### config.mk
export PLATFORM = sky130hd
export DESIGN_NAME = adaptive_rice_bit_group_emitter_core
export DESIGN_NICKNAME = d
export VERILOG_FILES = /design/src/design/arbge_pkg.sv /design/src/design/arbge_front.sv /design/src/design/arbge_queue.sv /design/src/design/arbge_back.sv /design/src/design/adaptive_rice_bit_group_emitter_core.sv
export SDC_FILE = /design/constraint.sdc
export NUM_CORES = 1
export LEC_CHECK = 0
export BUFFER_PORTS_ARGS = -buffer_cell sky130_fd_sc_hd__buf_2
export CORE_UTILIZATION = 40
export DETAILED_ROUTE_END_ITERATION = 8
export HOLD_SLACK_MARGIN = 0.02
export SYNTH_ARGS = -nofsm -noshare
export SYNTH_HDL_FRONTEND = slang
export SYNTH_SLANG_ARGS = --single-unit
### constraint.sdc
create_clock -name clk -period 5 [get_ports clk]
set_input_delay 0.5 -clock clk [delete_from_list [all_inputs] [get_ports clk]]
set_output_delay 0.5 -clock clk [all_outputs]
set_load 0.02 [all_outputs]
### src/design/arbge_pkg.sv
// Shared types and constants for the adaptive Rice bit-group emitter.
// Holds the action codes, group kinds and the job record passed front to back.
// No dependencies.
`default_nettype none

package arbge_pkg;

  // unary prefix chunking and adaptation limits
  localparam int CHUNK_BITS   = 16;
  localparam int CHUNK_SH     = $clog2(CHUNK_BITS);
  localparam int MAX_K        = 15;
  localparam int PREFIX_LIMIT = 63 * CHUNK_BITS - 1;
  localparam int ESC_BASE     = 8;
  localparam int ESC_STEP     = 5;
  localparam int SYM_BITS     = 8;
  localparam int RAW_MAX      = 16;

  typedef enum logic [2:0] {
    ACT_RICE  = 3'd0,
    ACT_SRICE = 3'd1,
    ACT_ESC   = 3'd2,
    ACT_SESC  = 3'd3,
    ACT_RAW   = 3'd4,
    ACT_SYM8  = 3'd5,
    ACT_SYM16 = 3'd6
  } act_t;

  localparam logic [1:0] KIND_ADAPT = 2'd0;
  localparam logic [1:0] KIND_RAW   = 2'd1;
  localparam logic [1:0] KIND_SYM   = 2'd2;

  typedef enum logic [2:0] {
    JOB_RICE,
    JOB_ESC,
    JOB_OVF,
    JOB_RAW,
    JOB_SYM8,
    JOB_SYM16
  } job_kind_t;

  typedef struct packed {
    job_kind_t           kind;
    logic [16:0]         u;         // folded value, raw value or symbols
    logic [3:0]          k;
    logic [3:0]          kout;
    logic [5:0]          nchunks;   // full all-ones chunks of the prefix
    logic [CHUNK_SH-1:0] rem;       // prefix ones left for the closing group
    logic [5:0]          hdr_cnt;   // escape length marker bits
    logic [5:0]          body_cnt;  // escape value bits
    logic [5:0]          raw_cnt;   // raw bits count, saturated
  } job_t;

endpackage

`default_nettype wire

### src/design/arbge_front.sv
// Front end: registers an input item, folds the value and classifies it into a job.
// Depends on arbge_pkg.
`default_nettype none

module arbge_front import arbge_pkg::*; (
  input  wire logic        clk,
  input  wire logic        rst_n,
  input  wire logic        in_valid,
  output logic             in_ready,
  input  wire logic [2:0]  in_action,
  input  wire logic [16:0] in_value,
  input  wire logic [3:0]  in_k,
  input  wire logic [4:0]  in_n,
  output logic             push_valid,
  input  wire logic        push_ready,
  output job_t             push_job
);

  logic        hv_r;
  act_t        act_r;
  logic [16:0] val_r;
  logic [3:0]  k_r;
  logic [4:0]  n_r;
  logic        act_ok;

  logic [16:0] u;
  logic [16:0] q;
  logic [4:0]  blen;
  logic        esc_mode;
  logic        esc_take;
  logic        ovf;
  logic [4:0]  step;
  logic [5:0]  step2;
  logic [6:0]  step3;
  logic [6:0]  step4;
  logic [2:0]  esc_i;
  logic [4:0]  k_esc;
  logic [3:0]  k_plain;

  assign in_ready   = !hv_r || push_ready;
  assign push_valid = hv_r;

  always_comb begin
    case (act_t'(in_action))
      ACT_RICE, ACT_SRICE, ACT_ESC, ACT_SESC, ACT_RAW, ACT_SYM8, ACT_SYM16: act_ok = 1'b1;
      default: act_ok = 1'b0;
    endcase
  end

  // hold one item; drop the unused action at the door
  always_ff @(posedge clk) begin
    if (!rst_n) begin
      hv_r <= 1'b0;
    end else if (in_ready) begin
      hv_r <= in_valid && act_ok;
      if (in_valid) begin
        act_r <= act_t'(in_action);
        val_r <= in_value;
        k_r   <= in_k;
        n_r   <= in_n;
      end
    end
  end

  // zigzag fold: v >= 0 -> 2v, v < 0 -> ~(2v)
  always_comb begin
    if (act_r == ACT_SRICE || act_r == ACT_SESC) begin
      u = {val_r[15:0], 1'b0} ^ {17{val_r[16]}};
    end else if (act_r == ACT_RICE || act_r == ACT_ESC) begin
      u = {1'b0, val_r[15:0]};
    end else begin
      u = val_r;
    end
  end

  always_comb begin
    blen = '0;
    for (int b = 0; b < 17; b++) begin
      if (u[b]) blen = 5'(b + 1);
    end
  end

  assign q        = u >> k_r;
  assign esc_mode = (act_r == ACT_ESC) || (act_r == ACT_SESC);
  assign esc_take = esc_mode && (q >= 17'({1'b0, k_r} + 5'(ESC_BASE)));
  assign ovf      = !esc_mode && (q > 17'(PREFIX_LIMIT));

  // number of step-bit digits needed for the escape body
  assign step  = 5'({1'b0, k_r} + 5'(ESC_STEP));
  assign step2 = {step, 1'b0};
  assign step3 = 7'(step2) + 7'(step);
  assign step4 = {step, 2'b00};

  always_comb begin
    if (7'(blen) <= 7'(step))      esc_i = 3'd1;
    else if (7'(blen) <= 7'(step2)) esc_i = 3'd2;
    else if (7'(blen) <= step3)     esc_i = 3'd3;
    else                            esc_i = 3'd4;
  end

  assign k_esc = 5'({1'b0, k_r} + {1'b0, esc_i, 1'b0});

  // adaptation: q == 0 lowers k, q == 1 keeps it, else k = floor(log2 u)
  always_comb begin
    if (blen <= {1'b0, k_r}) begin
      k_plain = (k_r == 4'd0) ? 4'd0 : k_r - 4'd1;
    end else if (blen == 5'({1'b0, k_r} + 5'd1)) begin
      k_plain = k_r;
    end else if (blen - 5'd1 > 5'(MAX_K)) begin
      k_plain = 4'(MAX_K);
    end else begin
      k_plain = 4'(blen - 5'd1);
    end
  end

  always_comb begin
    push_job          = '0;
    push_job.u        = u;
    push_job.k        = k_r;
    push_job.kout     = k_r;
    push_job.nchunks  = 6'(q >> CHUNK_SH);
    push_job.rem      = q[CHUNK_SH-1:0];
    push_job.hdr_cnt  = 6'({2'b00, k_r} + 6'(ESC_BASE) + {3'b000, esc_i});
    push_job.raw_cnt  = (n_r > 5'(RAW_MAX)) ? 6'(RAW_MAX) : {1'b0, n_r};
    case (esc_i)
      3'd1:    push_job.body_cnt = {1'b0, step};
      3'd2:    push_job.body_cnt = step2;
      3'd3:    push_job.body_cnt = 6'(step3);
      default: push_job.body_cnt = 6'(step4);
    endcase
    case (act_r)
      ACT_RAW:   push_job.kind = JOB_RAW;
      ACT_SYM8:  push_job.kind = JOB_SYM8;
      ACT_SYM16: push_job.kind = JOB_SYM16;
      default: begin
        if (esc_take) begin
          push_job.kind = JOB_ESC;
          push_job.kout = (k_esc > 5'(MAX_K)) ? 4'(MAX_K) : 4'(k_esc);
        end else if (ovf) begin
          push_job.kind = JOB_OVF;
        end else begin
          push_job.kind = JOB_RICE;
          push_job.kout = k_plain;
        end
      end
    endcase
  end

endmodule

`default_nettype wire

### src/design/arbge_queue.sv
// Short job queue between the classifier and the group sequencer.
// Depends on arbge_pkg.
`default_nettype none

module arbge_queue import arbge_pkg::*; #(
  parameter int DEPTH = 2
) (
  input  wire logic clk,
  input  wire logic rst_n,
  input  wire logic push,
  output logic      push_ready,
  input  job_t      push_job,
  output logic      pop_valid,
  input  wire logic pop,
  output job_t      pop_job
);

  localparam int PTR_W = (DEPTH > 1) ? $clog2(DEPTH) : 1;
  localparam int CNT_W = $clog2(DEPTH + 1);

  job_t             slots [DEPTH];
  logic [PTR_W-1:0] wp_r;
  logic [PTR_W-1:0] rp_r;
  logic [CNT_W-1:0] cnt_r;
  logic             do_push;
  logic             do_pop;

  assign push_ready = (cnt_r != CNT_W'(DEPTH));
  assign pop_valid  = (cnt_r != '0);
  assign pop_job    = slots[rp_r];
  assign do_push    = push && push_ready;
  assign do_pop     = pop && pop_valid;

  function automatic logic [PTR_W-1:0] bump(input logic [PTR_W-1:0] p);
    return (p == PTR_W'(DEPTH - 1)) ? '0 : p + PTR_W'(1);
  endfunction

  always_ff @(posedge clk) begin
    if (!rst_n) begin
      wp_r  <= '0;
      rp_r  <= '0;
      cnt_r <= '0;
    end else begin
      if (do_push) begin
        slots[wp_r] <= push_job;
        wp_r        <= bump(wp_r);
      end
      if (do_pop) rp_r <= bump(rp_r);
      if (do_push && !do_pop)      cnt_r <= cnt_r + CNT_W'(1);
      else if (do_pop && !do_push) cnt_r <= cnt_r - CNT_W'(1);
    end
  end

endmodule

`default_nettype wire

### src/design/arbge_back.sv
// Back end: walks one job at a time, issuing one bit group per cycle into the
// output register unless stalled; keeps the running bit total. Uses arbge_pkg.
`default_nettype none

module arbge_back import arbge_pkg::*; (
  input  wire logic   clk,
  input  wire logic   rst_n,
  input  wire logic   q_valid,
  output logic        q_pop,
  input  job_t        q_job,
  output logic        out_valid,
  input  wire logic   out_ready,
  output logic [31:0] out_bits,
  output logic [5:0]  out_count,
  output logic [1:0]  out_kind,
  output logic [3:0]  out_k,
  output logic [31:0] out_total,
  output logic        out_ovf,
  output logic        out_last
);

  typedef enum logic [3:0] {
    ST_IDLE,
    ST_CHUNK,
    ST_TERM,
    ST_SUFFIX,
    ST_HDR,
    ST_BODY,
    ST_SINGLE,
    ST_SYMHI,
    ST_SYMLO
  } state_t;

  state_t      state_r, state_nxt;
  job_t        job_r;
  logic [5:0]  cnt_r, cnt_nxt;
  logic        ov_r;
  logic [31:0] bits_r;
  logic [5:0]  count_r;
  logic [1:0]  kind_r;
  logic [3:0]  k_r;
  logic [31:0] total_r;
  logic        ovf_r;
  logic        last_r;

  logic        adv;
  logic        emit;
  logic [31:0] g_bits;
  logic [5:0]  g_cnt;
  logic [1:0]  g_kind;
  logic        g_ovf;
  logic        g_last;

  function automatic logic [31:0] low_mask(input logic [5:0] n);
    return (n >= 6'd32) ? 32'hFFFF_FFFF : ~(32'hFFFF_FFFF << n);
  endfunction

  assign adv = !ov_r || out_ready;

  always_comb begin
    state_nxt = state_r;
    cnt_nxt   = cnt_r;
    q_pop     = 1'b0;
    emit      = 1'b0;
    g_bits    = '0;
    g_cnt     = '0;
    g_kind    = KIND_ADAPT;
    g_ovf     = 1'b0;
    g_last    = 1'b0;
    case (state_r)
      ST_IDLE: begin
        if (q_valid) begin
          q_pop   = 1'b1;
          cnt_nxt = q_job.nchunks;
          case (q_job.kind)
            JOB_RICE:  state_nxt = (q_job.nchunks != '0) ? ST_CHUNK : ST_TERM;
            JOB_ESC:   state_nxt = ST_HDR;
            JOB_SYM16: state_nxt = ST_SYMHI;
            default:   state_nxt = ST_SINGLE;
          endcase
        end
      end
      ST_CHUNK: begin
        emit      = 1'b1;
        g_bits    = '1;
        g_cnt     = 6'(CHUNK_BITS);
        cnt_nxt   = cnt_r - 6'd1;
        state_nxt = (cnt_r == 6'd1) ? ST_TERM : ST_CHUNK;
      end
      ST_TERM: begin
        emit      = 1'b1;
        g_bits    = low_mask(6'(job_r.rem)) << 1;
        g_cnt     = 6'(job_r.rem) + 6'd1;
        g_last    = (job_r.k == 4'd0);
        state_nxt = g_last ? ST_IDLE : ST_SUFFIX;
      end
      ST_SUFFIX: begin
        emit      = 1'b1;
        g_bits    = 32'(job_r.u);
        g_cnt     = {2'b00, job_r.k};
        g_last    = 1'b1;
        state_nxt = ST_IDLE;
      end
      ST_HDR: begin
        emit      = 1'b1;
        g_bits    = 32'hFFFF_FFFE;
        g_cnt     = job_r.hdr_cnt;
        state_nxt = ST_BODY;
      end
      ST_BODY: begin
        emit      = 1'b1;
        g_bits    = 32'(job_r.u);
        g_cnt     = job_r.body_cnt;
        g_last    = 1'b1;
        state_nxt = ST_IDLE;
      end
      ST_SINGLE: begin
        emit      = 1'b1;
        g_last    = 1'b1;
        state_nxt = ST_IDLE;
        case (job_r.kind)
          JOB_OVF: g_ovf = 1'b1;
          JOB_RAW: begin
            g_bits = 32'(job_r.u);
            g_cnt  = job_r.raw_cnt;
            g_kind = KIND_RAW;
          end
          default: begin
            g_bits = 32'(job_r.u[7:0]);
            g_cnt  = 6'(SYM_BITS);
            g_kind = KIND_SYM;
          end
        endcase
      end
      ST_SYMHI: begin
        emit      = 1'b1;
        g_bits    = 32'(job_r.u[15:8]);
        g_cnt     = 6'(SYM_BITS);
        g_kind    = KIND_SYM;
        state_nxt = ST_SYMLO;
      end
      ST_SYMLO: begin
        emit      = 1'b1;
        g_bits    = 32'(job_r.u[7:0]);
        g_cnt     = 6'(SYM_BITS);
        g_kind    = KIND_SYM;
        g_last    = 1'b1;
        state_nxt = ST_IDLE;
      end
      default: state_nxt = ST_IDLE;
    endcase
    // stall: hold position while the output register is full
    if (emit && !adv) begin
      state_nxt = state_r;
      cnt_nxt   = cnt_r;
    end
  end

  always_ff @(posedge clk) begin
    if (!rst_n) begin
      state_r <= ST_IDLE;
      ov_r    <= 1'b0;
      total_r <= '0;
    end else begin
      state_r <= state_nxt;
      cnt_r   <= cnt_nxt;
      if (q_pop) job_r <= q_job;
      if (adv) ov_r <= emit;
      if (emit && adv) begin
        bits_r  <= g_bits & low_mask(g_cnt);
        count_r <= g_cnt;
        kind_r  <= g_kind;
        k_r     <= job_r.kout;
        ovf_r   <= g_ovf;
        last_r  <= g_last;
        total_r <= total_r + 32'(g_cnt);
      end
    end
  end

  assign out_valid = ov_r;
  assign out_bits  = bits_r;
  assign out_count = count_r;
  assign out_kind  = kind_r;
  assign out_k     = k_r;
  assign out_total = total_r;
  assign out_ovf   = ovf_r;
  assign out_last  = last_r;

endmodule

`default_nettype wire

### src/design/adaptive_rice_bit_group_emitter_core.sv
// Adaptive Rice bit-group emitter: an input word passes the front register and the job
// queue to the sequencer, which picks up each job and then issues its groups one at a time
// into the output register (sym8: one group, sym16: two, Rice: chunks, closing, suffix if k > 0).
// The front accepts a word per cycle while the job queue has room.
// Reset: synchronous, active low; clears the queue, sequencer and the bit total.
`default_nettype none

module adaptive_rice_bit_group_emitter_core import arbge_pkg::*; #(
  parameter int QUEUE_DEPTH = 2
) (
  input  wire logic        clk,
  input  wire logic        rst_n,
  input  wire logic        in_tvalid,
  output logic             in_tready,
  // [16:0] value, [20:17] rice_param_in, [25:21] bit_count, [31:26] zero
  input  wire logic [31:0] in_tdata,
  // [2:0] action
  input  wire logic [2:0]  in_tuser,
  output logic             out_tvalid,
  input  wire logic        out_tready,
  // [31:0] group_bits, [37:32] group_count, [41:38] rice_param_out,
  // [73:42] bits_written, [79:74] zero
  output logic [79:0]      out_tdata,
  // [1:0] group_kind, [2] overflow
  output logic [2:0]       out_tuser,
  output logic             out_tlast
);

  // front to queue
  logic push_valid;
  logic push_ready;
  job_t push_job;

  // queue to back
  logic q_valid;
  logic q_pop;
  job_t q_job;

  logic [31:0] o_bits;
  logic [5:0]  o_count;
  logic [1:0]  o_kind;
  logic [3:0]  o_k;
  logic [31:0] o_total;
  logic        o_ovf;

  // classify: fold, bit length, prefix split, escape digit count, new k
  arbge_front u_front (
    .clk        (clk),
    .rst_n      (rst_n),
    .in_valid   (in_tvalid),
    .in_ready   (in_tready),
    .in_action  (in_tuser),
    .in_value   (in_tdata[16:0]),
    .in_k       (in_tdata[20:17]),
    .in_n       (in_tdata[25:21]),
    .push_valid (push_valid),
    .push_ready (push_ready),
    .push_job   (push_job)
  );

  // decouple classification from group issue
  arbge_queue #(
    .DEPTH (QUEUE_DEPTH)
  ) u_queue (
    .clk        (clk),
    .rst_n      (rst_n),
    .push       (push_valid),
    .push_ready (push_ready),
    .push_job   (push_job),
    .pop_valid  (q_valid),
    .pop        (q_pop),
    .pop_job    (q_job)
  );

  // issue groups one per cycle, when not stalled, into the output register
  arbge_back u_back (
    .clk       (clk),
    .rst_n     (rst_n),
    .q_valid   (q_valid),
    .q_pop     (q_pop),
    .q_job     (q_job),
    .out_valid (out_tvalid),
    .out_ready (out_tready),
    .out_bits  (o_bits),
    .out_count (o_count),
    .out_kind  (o_kind),
    .out_k     (o_k),
    .out_total (o_total),
    .out_ovf   (o_ovf),
    .out_last  (out_tlast)
  );

  assign out_tdata = {6'd0, o_total, o_k, o_count, o_bits};
  assign out_tuser = {o_ovf, o_kind};

  // an overflow result is the only result of its item and carries no bits
  a_ovf_alone: assert property (@(posedge clk) disable iff (!rst_n)
    out_tvalid && o_ovf |-> out_tlast && o_count == 6'd0 && o_kind == KIND_ADAPT)
    else $error("overflow result not a lone empty group");

  // no group is ever wider than the 32-bit pattern
  a_count_range: assert property (@(posedge clk) disable iff (!rst_n)
    out_tvalid |-> o_count <= 6'd32)
    else $error("group count above 32");

  // the sequencer only takes a job that the queue holds
  a_pop_valid: assert property (@(posedge clk) disable iff (!rst_n)
    q_pop |-> q_valid)
    else $error("job popped from empty queue");

  // the running total moves only when a group is loaded into the output register
  a_total_hold: assert property (@(posedge clk) disable iff (!rst_n)
    out_tvalid && !out_tready |=> $stable(o_total))
    else $error("bit total changed while a group waits");

endmodule

`default_nettype wire

# Word level (Yosys, flattened, before mapping)
# Memories as Yosys holds them, arrays and structs flattened. A register that Yosys moved wholly into a read port is not among the register bits.
# Index checks and enable logic that the tools add are counted.
# Widths: inputs -> output; s select.
dict set report totals {
  word_cells 198
  mem_bits_rw 110
  inputBits 39
  memories 1
  out_inout_bits 86
  regBits 173
}
dict set report classes {
  n_reduce_logical 41
  bitwise 5
  eq_ne 31
  magnitude_cmp 10
  shifts 3
  n_addsub 16
  muxes 65
}
# memory depth word_bits rd rd_ports_with_merged_regs wr line
set memory_table {}
lappend memory_table {u_queue.slots 2 55 1 1 1 arbge_queue.sv:21} ;# job_t slots [DEPTH];
# cell count
set op_table {}
lappend op_table {{$pmux 32 s7} 1}
lappend op_table {{$mux 4} 17}
lappend op_table {{$pmux 6 s7} 1}
lappend op_table {{$mux 17} 2}
lappend op_table {{$pmux 17 s2} 1}
lappend op_table {{$add 32x6->32} 1}
lappend op_table {{$and 32x32->32} 1}
lappend op_table {{$mux 32} 1}
lappend op_table {{$not 32->32} 1}
lappend op_table {{$shl 32x4->31 const A} 1}
lappend op_table {{$shl 32x6->32 const A} 1}
lappend op_table {{$not 31->31} 1}
lappend op_table {{$eq 3x2->1 const B} 8}
lappend op_table {{$mux 3} 8}
lappend op_table {{$pmux 6 s2} 2}
lappend op_table {{$eq 3x3->1 const B} 7}
lappend op_table {{$pmux 4 s5} 1}
lappend op_table {{$pmux 6 s3} 1}
lappend op_table {{$ge 17x17->1} 1}
lappend op_table {{$gt 17x10->1 const B} 1}
lappend op_table {{$shr 17x4->17} 1}
lappend op_table {{$xor 17x17->17} 1}
lappend op_table {{$eq 4x3->1 const B} 4}
lappend op_table {{$mux 2} 8}
lappend op_table {{49 further kinds} 99}

# Longest topological paths before layout
dict set report depth {
  depth_word 30
  depth_mapped 25
}

# By module
# Synthesis repeated with hierarchy kept, for this count alone.
dict set report unflattened {
  cells_unflattened 1276
  hier_area_um2 15308.4
}
# module instances area_each_um2 cells_per_inst seq_area_each_um2
set by_module_without_submodules {}
lappend by_module_without_submodules {arbge_back 1 6352.3 542 3803.6}
lappend by_module_without_submodules {arbge_front 1 4626.9 525 890.9}
lappend by_module_without_submodules {arbge_queue 1 4272.8 201 3463.3}
lappend by_module_without_submodules {adaptive_rice_bit_group_emitter_core 1 56.3 8 0.0}

# Worst setup path before layout
# OpenSTA, ideal clock, no wires.
dict set report synth_timing {
  kind {reg2reg}
  startpoint {register u_front.act_r[0]}
  endpoint {memory u_queue.slots[0][28] (netlist name), data pin}
  slack_ns -0.453
  path_stages_with_launch 19
  required_time_ns 4.741
  n_path_buf 3
  arrival_ns 5.194
  cell_sequence {edfxtp_1 > nor2b_1 > buf_6 > buf_6 > buf_1 > mux2i_1 > nand4_1 > a311o_1 > and2_1 > ha_1 > and4_1 > a221o_1 > a211oi_1 > a21oi_1 > ha_1 > a21o_1 > a211o_1 > or3_1 > o211a_1}
}
# element line
set synth_rtl {}
lappend synth_rtl {{start: declaration} arbge_front.sv:20} ;# act_t act_r;
lappend synth_rtl {{start signal: assignment} arbge_front.sv:57} ;# act_r <= act_t'(in_action);
lappend synth_rtl {{end: declaration} arbge_queue.sv:21}

==> summary.txt <==
Clocking
  • Clk sinks: 280
  • H-Tree Level Count: 1
  • CTS Root Buffer Type: clkbuf_16
  • Reg clk slew, reported paths: roughly 0.06 ns
  • Post-CTS Hold Buffers: 0
  • TritonCTS clock tree: done
  • Clock Latency Late Sink: a little under 0.6 ns
  • CTS buffer count: 29
  • Deepest clock path buffer count: 3

Setup path
  • Crit path required time: ~5.3 ns
  • Crit end category: flip-flop
  • Slowest stage cell on the critical path: edfxtp_1
  • Delay of the slowest critical-path stage: 0.46 ns
  • R2r endpoint: u_queue.slots[0][28]
  • Crit path top cell by count: ha_1
  • Reg-to-reg setup timing slack: approximately 0.19 ns
  • Crit path max fanout: 10
  • Worst-path cell chain: nor2b_4 -> clkbuf_16 -> o221ai_2 -> and2_4 -> buf_4 -> a311o_1 -> and2_1 -> ha_1 -> and4_1 -> a221o_1 -> a211oi_4 -> nor2b_1 -> or2_2 -> ha_1 -> a21o_1 -> a211o_1 -> or3_1 -> o211a_1
  • Critical path type: reg -> reg
  • Worst EP arrival: between 5 and 6 ns
  • R2r startpoint: u_front.act_r[2]
  • Startpoint types: flip-flop
  • Reg2reg path depth: 18

Worst hold path
  • Hold path cells: 1
  • WHS Endpoint: u_front.val_r[12]
  • Hold_sp: in_tdata[12]
  • Worst hold path class: in -> reg

Layout
  • Final-stage net count: about 1500
  • Layout cells sized above 1: 23.23%
  • Finished Layout Cells: ~1900
  • Commonest cells after routing, fill and taps aside: edfxtp_1, buf_2, nor2_1, nand2_1, buf_4
  • Core Util, Final: a little under half
  • Area Growth Syn to Fin: 17.60%
  • Commonest non-fill, non-tap cell in the layout: edfxtp_1
  • Fillers: between 3000 and 4000
  • Antenna Cells: 0

Place
  • DP Cell Count: between 1500 and 2000
  • Routability cong.: 0.8696
  • Port Buf Inserts: approximately 110
  • Detailed placement HPWL: 24190 um

GRT
  • Met3 Use GR: roughly 2.6%
  • Met2 Usage GRT: 30.57%
  • Top Usage Layer GRT: met2
  • Initial antenna violation count: 0
  • Gr usage total: between 10% and 20%
  • GR Util met1: between 20 and 25%
  • Grt ovf: 0
  • Largest net degree at the start of global routing: approximately 50
  • Vias in the first global route: between 9000 and 10000
  • First-pass GRT wire length: around 53000 um

Logic synthesis
  • Synth unique cells: between 80 and 90
  • Number of synthesized register bits: 280
  • Number of synthesized flops with an enable pin: between 200 and 250
  • Post-Syn Area: 14350 um^2
  • Post-synthesis xor/xnor area fraction: 3.845%
  • YS warnings: 0
  • Synth Instances: approximately 1200
  • Multiplexer area fraction after synthesis: 6.827%
  • Post-Synth Adder-Cell Area: 5.005%
  • Avg Cell Area, Syn: approximately 12 um^2
  • Post-synthesis sequential area ratio: 55.59%
  • Async S/R FF share, synth: 0%
  • Synth Flop Type: edfxtp_1
  • Compound-Gate Fraction of Synth Area: 12.57%
  • Largest family of logic cells by synthesized area: compound AO/OA/AOI/OAI gates
  • Synth Area in Simple Gates: ~12%

STA
  • Final hold viol count: 0
  • Fin Hold WS: about 0.096 ns
  • Layout Skew: 0.01228 ns
  • # setup viols final: 0
  • Worst Max-Slew Pin Slew: 0.8471 ns
  • Fmax: slightly above 200 MHz
  • Final Cycle Share: a little over nine tenths
  • Rel. slew slack: a little over two fifths
  • Setup TNS: 0 ns
  • Max-slew violations: 0
  • Final min period: just under 5 ns

Floorplan
  • Die area: between 30000 and 40000 um^2
  • Die width: approximately 190 um
  • Number of I/O pins: 125
  • Initial core utilization: roughly two fifths
  • FP Rows: between 60 and 70
  • Die outline height: 191.4 um
  • Core ar.: between 30000 and 40000 um^2

Route
  • Vias per cell: between 5 and 6
  • Routed WL: between 30000 and 40000 um
  • Per-cell routed wire length: around 18 um
  • Initial DRC Count: just under 600
  • Routed via count: between 10000 and 15000
  • Iteration count of the initial detailed-routing pass: 5
  • DRC Markers: 0
  • Routed Antenna Nets: 0

Run status
  • Status: complete, no violations

Pwr
  • Leak: ~0.0063 uW
  • Pwr Density: 440.1 nW/um^2
  • Worst VDD drop: ~350 uV

Job
  • MaxCap Viol Count: 0
[cell type report]
cell class	instances	area (um^2)	share of cell area (%)
multi-input combinational	839	6010	35.61
tap	461	576.8	3.418
sequential	280	7979	47.28
clock inverter	15	133.9	0.7934
timing repair buffer	191	1184	7.014
clock buffer	37	755.7	4.478
inverter	63	236.5	1.401
[worst max-delay path by stage]
stage	start	end	slack, ns	cells past startpoint
after floorplan	u_front.val_r[16]	u_queue.slots[0][28]	0.007	23
after global placement	u_front.act_r[2]	u_queue.slots[0][28]	-0.003	17
after detailed placement	u_front.act_r[2]	u_queue.slots[1][28]	-0.08	19
after CTS	u_front.act_r[2]	u_queue.slots[0][28]	0.05	18
after global routing	u_front.act_r[2]	u_queue.slots[0][29]	-0.01	23
final	u_front.act_r[2]	u_queue.slots[0][28]	0.19	18
[worst max-delay path, delay by kind of cell, from the launching register on]
family                   cells  cell delay (ns)
AND/OR/NAND/NOR              7             1.51
AO/OA/AOI/OAI                7             1.74
flip-flops                   1             0.46
buffers and inverters        2             0.32
adder cells (fa/ha/maj)      2             0.53
[per-stage QoR]
| stage | area (um^2) | setup WS, ns | power, uW |
|---|---|---|---|
| after CTS | 16750 | 0.05491 | 7469 |
| final | 16870 | 0.1881 | 7426 |
| after global placement | 15850 | -0.003016 | 5361 |
| after detailed placement | 15850 | -0.07832 | 5393 |
| after global routing | 16870 | -0.01433 | 7836 |
| after floorplan | 14400 | 0.006933 | 4706 |
[power breakdown]
group	switching, uW	internal, uW	total, uW
Sequential	175	2960	3140
Combinational	1390	846	2240
Clock	884	1170	2050
Total	2450	4970	7430
[repair_timing]
item	4_1_cts	5_1_grt
endpoints found under the setup margin	6	10
gates resized for setup	1	22
setup buffers	1	2
cloned	0	1
pin swaps	1	4
[registers in the layout (all words and copies together) (netlist names), named ones only]
register            count
u_back.out_kind         2
u_queue.rp_r            1
u_queue.slots         108
u_back.out_k            4
u_front.val_r          17
u_back.out_count        6
u_back.out_bits        32
u_back.job_r           48
u_queue.wp_r            1
u_front.act_r           3
u_back.cnt_r            6
u_back.out_valid        1
u_queue.cnt_r           2
u_front.push_valid      1
u_back.out_last         1
u_back.out_total       32
u_back.out_ovf          1
u_front.k_r             4
u_back.state_r          4
u_front.n_r             5
[cells by family (layout without fill, tap and decap cells)]
| family | count (synthesis) | count (layout) |
|---|---|---|
| buffers and inverters | 127 | 306 |
| and+or+nand+nor | 367 | 367 |
| DFF | 280 | 280 |
| AOI/OAI and AO/OA | 261 | 261 |
| other | 1 | 7 |
| muxes | 86 | 86 |
| adders and majority gates | 55 | 55 |
| xor gates and xnor gates | 63 | 63 |
[per-layer routing]
metal	up-vias	share of wire (%)
met4	0	3.0
met2	297	47
met5	-	0
met3	67	5.4
li1	4949	-
met1	4844	44
[cell usage after synthesis (9+ instances only)]
cell | n | area share [%]
mux2i_1 | 30 | 2.1
clkbuf_1 | 38 | 0.99
nor2_1 | 104 | 2.7
xor2_1 | 35 | 2.1
and2_1 | 14 | 0.61
nand3_1 | 29 | 1.0
ha_1 | 51 | 4.4
nand2_1 | 93 | 2.4
nand4_1 | 14 | 0.61
o21a_1 | 10 | 0.52
nor3_1 | 21 | 0.73
o21ai_0 | 39 | 1.4
edfxtp_1 | 237 | 50
o22ai_1 | 12 | 0.52
mux2_2 | 51 | 4.0
nor2b_1 | 21 | 0.92
xnor2_1 | 28 | 1.7
dfxtp_1 | 43 | 6.0
a21oi_1 | 62 | 2.2
a21o_1 | 10 | 0.52
buf_1 | 14 | 0.37
nand2b_1 | 13 | 0.57
a211oi_1 | 17 | 0.89
a31oi_1 | 12 | 0.52
a221oi_1 | 13 | 0.79
nor4_1 | 9 | 0.39
inv_1 | 55 | 1.4
Note: power is estimated with default switching activity, not from simulation.
